[config.mk]
export PLATFORM = sky130hd
export DESIGN_NAME = sqct_corner
export DESIGN_NICKNAME = d
export VERILOG_FILES = /design/src/rtl/core/sqct_pkg.sv /design/src/rtl/core/sqct_corner.sv
export SDC_FILE = /design/constraint.sdc
export NUM_CORES = 2
export LEC_CHECK = 0
export BUFFER_PORTS_ARGS = -buffer_cell sky130_fd_sc_hd__buf_2
export CAP_MARGIN = 10
export CELL_PAD_IN_SITES_DETAIL_PLACEMENT = 1
export CELL_PAD_IN_SITES_GLOBAL_PLACEMENT = 2
export CORE_MARGIN = 1
export CORE_UTILIZATION = 47
export DETAILED_ROUTE_END_ITERATION = 6
export PLACE_DENSITY = 0.95
export SLEW_MARGIN = 5
export SYNTH_ARGS = -nofsm -noshare
export SYNTH_HDL_FRONTEND = slang
export SYNTH_SLANG_ARGS = --single-unit
[constraint.sdc]
create_clock -name i_clk -period 18.9 [get_ports i_clk]
set_input_delay 0.945 -clock i_clk [delete_from_list [all_inputs] [get_ports i_clk]]
set_output_delay 0.945 -clock i_clk [all_outputs]
set_load 0.005 [all_outputs]
[src/rtl/core/sqct_pkg.sv]
// ----------------------------------------------------------------------------
// Sprite quad corner transform package
// Payload types, trig constants and the quarter-wave sine table.
// ----------------------------------------------------------------------------
`timescale 1ns / 1ps
`default_nettype none

package sqct_pkg;

    // input item: one sprite
    typedef struct packed {
        logic signed [15:0] pos_x;
        logic signed [15:0] pos_y;
        logic        [11:0] half_width;
        logic        [11:0] half_height;
        logic signed [15:0] pivot_x;
        logic signed [15:0] pivot_y;
        logic               flip_x;
        logic               flip_y;
        logic        [8:0]  angle_deg;
    } t_in_item;

    // result item: four corners
    typedef struct packed {
        logic signed [15:0] corner0_x;
        logic signed [15:0] corner0_y;
        logic signed [15:0] corner1_x;
        logic signed [15:0] corner1_y;
        logic signed [15:0] corner2_x;
        logic signed [15:0] corner2_y;
        logic signed [15:0] corner3_x;
        logic signed [15:0] corner3_y;
    } t_out_item;

    // load enables of the rotation stages
    typedef struct packed {
        logic en_mul;
        logic en_sum;
        logic en_out;
    } t_pipe_ctl;

    localparam int unsigned QUARTER_DEG   = 90;
    localparam int unsigned DEG_HALF_TURN = 180;
    localparam int unsigned FULL_DEG      = 360;
    localparam int unsigned TRIG_ONE      = 16384;
    localparam int unsigned TRIG_SHIFT    = 14;

    localparam longint unsigned PI_Q30  = 64'd3373259426;
    localparam longint unsigned Q30_ONE = 64'd1073741824;

    // quadrant codes
    localparam logic [1:0] QUAD_0 = 2'd0;
    localparam logic [1:0] QUAD_1 = 2'd1;
    localparam logic [1:0] QUAD_2 = 2'd2;
    localparam logic [1:0] QUAD_3 = 2'd3;

    typedef logic [14:0] t_trig_tab [0:90];

    // shift-subtract quotient, only evaluated while the table is elaborated
    function automatic longint unsigned div_u64(input longint unsigned num,
                                                input longint unsigned den);
        longint unsigned quo;
        longint unsigned rem;
        quo = 0;
        rem = 0;
        for (int b = 63; b >= 0; b--) begin
            rem = {rem[62:0], num[b]};
            quo = {quo[62:0], 1'b0};
            if (rem >= den) begin
                rem    = rem - den;
                quo[0] = 1'b1;
            end
        end
        return quo;
    endfunction

    // round(16384 * sin(d deg)), d = 0..90, from a Q30 Taylor series
    function automatic t_trig_tab build_trig_tab();
        t_trig_tab       tab;
        longint unsigned x;
        longint unsigned x2;
        longint unsigned term;
        longint          sum;
        for (int d = 0; d <= 90; d++) begin
            x    = div_u64(longint'(d) * PI_Q30, longint'(DEG_HALF_TURN));
            x2   = (x * x) >> 30;
            term = x;
            sum  = 0;
            for (int n = 1; n < 14; n++) begin
                if (term != 0) begin
                    if ((n % 2) == 1) sum = sum + longint'(term);
                    else              sum = sum - longint'(term);
                    term = div_u64((term * x2) >> 30,
                                   longint'(2 * n) * longint'(2 * n + 1));
                end
            end
            if (sum < 0) sum = 0;
            tab[d] = 15'((longint'(sum) * TRIG_ONE + Q30_ONE / 2) >> 30);
        end
        return tab;
    endfunction

    localparam t_trig_tab TRIG_TAB = build_trig_tab();

endpackage

`default_nettype wire

[src/rtl/core/sqct_corner.sv]
// ----------------------------------------------------------------------------
// Sprite quad corner transform: corner rotator
// Rotates one corner, rounds to Q12.4, adds the position and saturates.
// Three register stages: products, sums, saturated output.
// ----------------------------------------------------------------------------
`timescale 1ns / 1ps
`default_nettype none

module sqct_corner #(
    parameter int CW = 17
) (
    input  wire                     i_clk,
    input  wire sqct_pkg::t_pipe_ctl i_ctl,
    input  wire logic signed [CW-1:0] i_x,
    input  wire logic signed [CW-1:0] i_y,
    input  wire logic signed [15:0] i_cos,
    input  wire logic signed [15:0] i_sin,
    input  wire logic signed [15:0] i_pos_x,
    input  wire logic signed [15:0] i_pos_y,
    output logic signed [15:0]      o_x,
    output logic signed [15:0]      o_y
);
    import sqct_pkg::*;

    localparam int PW = CW + 16;         // product width
    localparam int AW = CW + 17;         // sum width
    localparam int SW = AW - TRIG_SHIFT; // shifted sum width
    localparam int EW = SW + 1;          // after position add
    localparam logic signed [AW-1:0] ROUND_HALF = AW'(TRIG_ONE / 2);
    localparam logic signed [EW-1:0] SAT_MAX = EW'(32767);
    localparam logic signed [EW-1:0] SAT_MIN = -EW'(32768);

    logic signed [PW-1:0] r_xc, r_ys, r_xs, r_yc;
    logic signed [15:0]   r_pos_x3, r_pos_y3, r_pos_x4, r_pos_y4;
    logic signed [AW-1:0] r_sum_x, r_sum_y;
    logic signed [AW-1:0] n_sum_x, n_sum_y;
    logic signed [SW-1:0] sh_x, sh_y;
    logic signed [EW-1:0] ext_x, ext_y;
    logic signed [15:0]   n_x, n_y;

    // stage 3: four products
    always_ff @(posedge i_clk) begin
        if (i_ctl.en_mul) begin
            r_xc     <= i_x * i_cos;
            r_ys     <= i_y * i_sin;
            r_xs     <= i_x * i_sin;
            r_yc     <= i_y * i_cos;
            r_pos_x3 <= i_pos_x;
            r_pos_y3 <= i_pos_y;
        end
    end

    // stage 4: rotation sums with the rounding offset
    assign n_sum_x = AW'(r_xc) - AW'(r_ys) + ROUND_HALF;
    assign n_sum_y = AW'(r_xs) + AW'(r_yc) + ROUND_HALF;

    always_ff @(posedge i_clk) begin
        if (i_ctl.en_sum) begin
            r_sum_x  <= n_sum_x;
            r_sum_y  <= n_sum_y;
            r_pos_x4 <= r_pos_x3;
            r_pos_y4 <= r_pos_y3;
        end
    end

    // stage 5: floor shift, position add, saturate
    assign sh_x  = $signed(r_sum_x[AW-1:TRIG_SHIFT]);
    assign sh_y  = $signed(r_sum_y[AW-1:TRIG_SHIFT]);
    assign ext_x = EW'(sh_x) + EW'(r_pos_x4);
    assign ext_y = EW'(sh_y) + EW'(r_pos_y4);

    always_comb begin
        if (ext_x > SAT_MAX)      n_x = 16'sh7fff;
        else if (ext_x < SAT_MIN) n_x = 16'sh8000;
        else                      n_x = ext_x[15:0];
        if (ext_y > SAT_MAX)      n_y = 16'sh7fff;
        else if (ext_y < SAT_MIN) n_y = 16'sh8000;
        else                      n_y = ext_y[15:0];
    end

    always_ff @(posedge i_clk) begin
        if (i_ctl.en_out) begin
            o_x <= n_x;
            o_y <= n_y;
        end
    end

endmodule

`default_nettype wire

==> run summary <==
CTS tree: built
Met1 Use GR: 33.5%
Global Route met2 Usage: 43.3%
Initial antenna violation count: 15
Final setup violation count: 0
Drt pass-1 iters: 5
CTS sink cnt: 268
TritonCTS Buffers: 34
Ys async rst share: 0%
Vias: 37500
Max-cap violations: 0
Core area: 0.114 sq mm
Synth warnings: 0
Hold Vio Cnt, Final: 0
Gr busiest metal: met2
RSZ-0062 raised after global routing: no
Setup bufs post-CTS: 0
Post-CTS resize count: 0
Seq/Total Area, Yosys: 14.9%
Share of cells above drive strength 1: 4.22%
Final core utilization: 50.2%
All-Layer GR Usage: 25.7%
Synth area leaders: fa_1 41%, edfxtp_1 15%, ha_1 12%, inv_1 8.8%, and2_1 6.0%
I/O pins: 134
Wire length per cell: 20.4 um
Post-synth top area share: 40.9%
Cell variety after synth: 73
DIE AREA: 0.116 sq mm
Area growth syn-to-layout: 5.86%
Status: complete, no violations
Startpoint Class: primary input
Drt total wl: 143 mm
Crit path DAT: 8390 ps
Reg2Reg Depth: 13
Minimum clock period after layout: 8080 ps
Die Ht: 341 um
First-pass GRT wire length: 233 mm
Global placement routability congestion: 0.820
Top FF cell, synth: edfxtp_1
Critical path class: in2reg
Slew @ Worst Pin: 1130 ps
Setup WS post-layout: 10820 ps
IO buf count: 133
Relative slew slack: 22.8%
Post-place setup slack: 10530 ps
Post-route DRC: 0
Synth area leader: fa_1
Final period util: 42.7%
Grt ovf: 0
Clock root buffer master: clkbuf_16
Hold WC Path Type: reg2reg
Starting DRT DRC Count: 2004
Bufs on Longest Clock Path: 3
FMAX: 124 MHz
Worst Skew: 33.4 ps
DPL Wire Length: 110 mm
Met3 Usage GRT: 4.04%
CP Max Fanout: 15
Vias per cell: 5.36
Setup crit end kind: flip-flop
Post-synthesis cell area: 0.0541 sq mm
Number of global-route vias before repair: 43400
Cell Rows: 124
Syn avg cell area: 9.90 sq um
Initial Util: 47.4%
Skew-Pair Late Insertion Delay: 580 ps
Largest net degree at the start of global routing: 60
Synthesized net count: 7174
Post-synth EDFFs: 268
Cts hold-fix bufs: 0
Syn Inst Count: 5464
ANT nets after route: 0
Final TNS setup: 0 ps
Max-slew violations: 0
Hold Path Cell Cnt: 0
Chip width: 341 um
CTS H-tree depth: 2
Data required time of the critical path: 19210 ps
Number of nets in the layout: 7164
Register bit total from synthesis: 268
Worst-path clk slew: 70 ps
cell type report:
type	count	area [sq um]
Multi-Input combinational cell	3727	40500
Clock buffer	38	887
Sequential cell	268	8050
Timing Repair Buffer	160	877
Antenna cell	8	20.0
Fill cell	12900	56900
Inverter	1263	4740
Tap cell	1512	1890
Clock inverter	24	283
per-stage QoR:
stage	hold slack, ps	instance area [sq um]	std cells
4_1_cts	422	57300	6992
6_report	421	57300	7000
3_3_place_gp	404	56100	6930
5_1_grt	427	57300	6998
2_1_floorplan	400	54100	5464
3_5_place_dp	408	56100	6930
cells by family after synthesis:
| group | after synthesis | synth area share, % |
|---|---|---|
| xor gates and xnor gates | 206 | 3.33 |
| adders and majority gates | 1608 | 52.5 |
| buffers and inverters | 1469 | 10.2 |
| AOI/OAI and AO/OA | 480 | 5.89 |
| DFF | 268 | 14.9 |
| and+or+nand+nor | 1433 | 13.2 |
path summary, 6_finish.rpt:
check / end / start / slack (ps)
hold / removal: r_pos_y4[14] / r_pos_y3[14] / 420
setup / recovery: r_yc[30] / i_cos[15] / 10820
hold reg to reg: r_pos_y4[14] / r_pos_y3[14] / 420
setup reg to reg: r_sum_x[33] / r_ys[8] / 14590
critical path, cell delays in order:
cell,delay (ps)
buf_2,220
clkinv_1,740
buf_4,490
nor2_1,150
fa_1,450
fa_1,460
fa_1,560
fa_1,470
fa_1,510
inv_1,50
fa_1,490
inv_1,50
ha_1,350
a21o_1,220
a21o_1,180
a21oi_1,160
nor2_1,70
a211oi_1,430
nor3b_1,470
a211oi_1,220
or3_1,400
a21oi_1,180
xnor2_1,90
metal layers:
| layer | wire [um] | part of all wire (%) |
|---|---|---|
| met1 | 59400 | 42 |
| met2 | 70400 | 49 |
| met3 | 7990 | 5.6 |
| met4 | 5130 | 3.6 |
| met5 | 82 | 0.057 |
registers in the layout, indices dropped and copies added, names as in the netlist:
signal / cells
r_xs: 33
r_sum_y: 20
r_pos_y3: 16
r_xc: 33
o_x: 16
r_pos_x3: 16
r_pos_y4: 16
o_y: 16
r_ys: 33
r_sum_x: 20
r_pos_x4: 16
r_yc: 33
placed cells by master, fill, tap and decap left out, types with 17 or more instances in the layout:
| cell type | n |
|---|---|
| o21bai_1 | 21 |
| edfxtp_1 | 268 |
| nand2b_1 | 43 |
| nor3_1 | 38 |
| buf_4 | 28 |
| clkbuf_16 | 35 |
| inv_1 | 1262 |
| buf_2 | 131 |
| nor2b_1 | 18 |
| and2_1 | 516 |
| nand3_1 | 32 |
| ha_1 | 502 |
| a31oi_1 | 17 |
| xnor2_1 | 162 |
| and3_1 | 22 |
| o21a_1 | 26 |
| a21oi_1 | 127 |
| o21ai_0 | 79 |
| nand2_1 | 565 |
| a21o_1 | 97 |
| nor2_1 | 156 |
| xor2_1 | 44 |
| fa_1 | 1106 |
cell usage after synthesis, types with 6 or more instances:
library cell	n
o21ai_1	11
a31oi_1	17
o21ai_0	79
inv_1	1262
o31ai_1	7
and4_1	8
nand2_1	565
and2_1	516
edfxtp_1	268
o21a_1	26
xor2_1	44
nand2b_1	43
and3_1	22
fa_1	1106
a21o_1	97
nand4_1	8
a211o_1	6
o21bai_1	21
or3_1	6
a21boi_0	9
nor2_1	156
a211oi_1	14
clkbuf_1	201
nor2b_1	18
a21oi_1	127
ha_1	502
xnor2_1	162
nand3_1	32
nor3_1	38
Power is left out: the tool's default activity adds up to more than one toggle a clock period on the data nets, which glitch-free logic cannot reach.
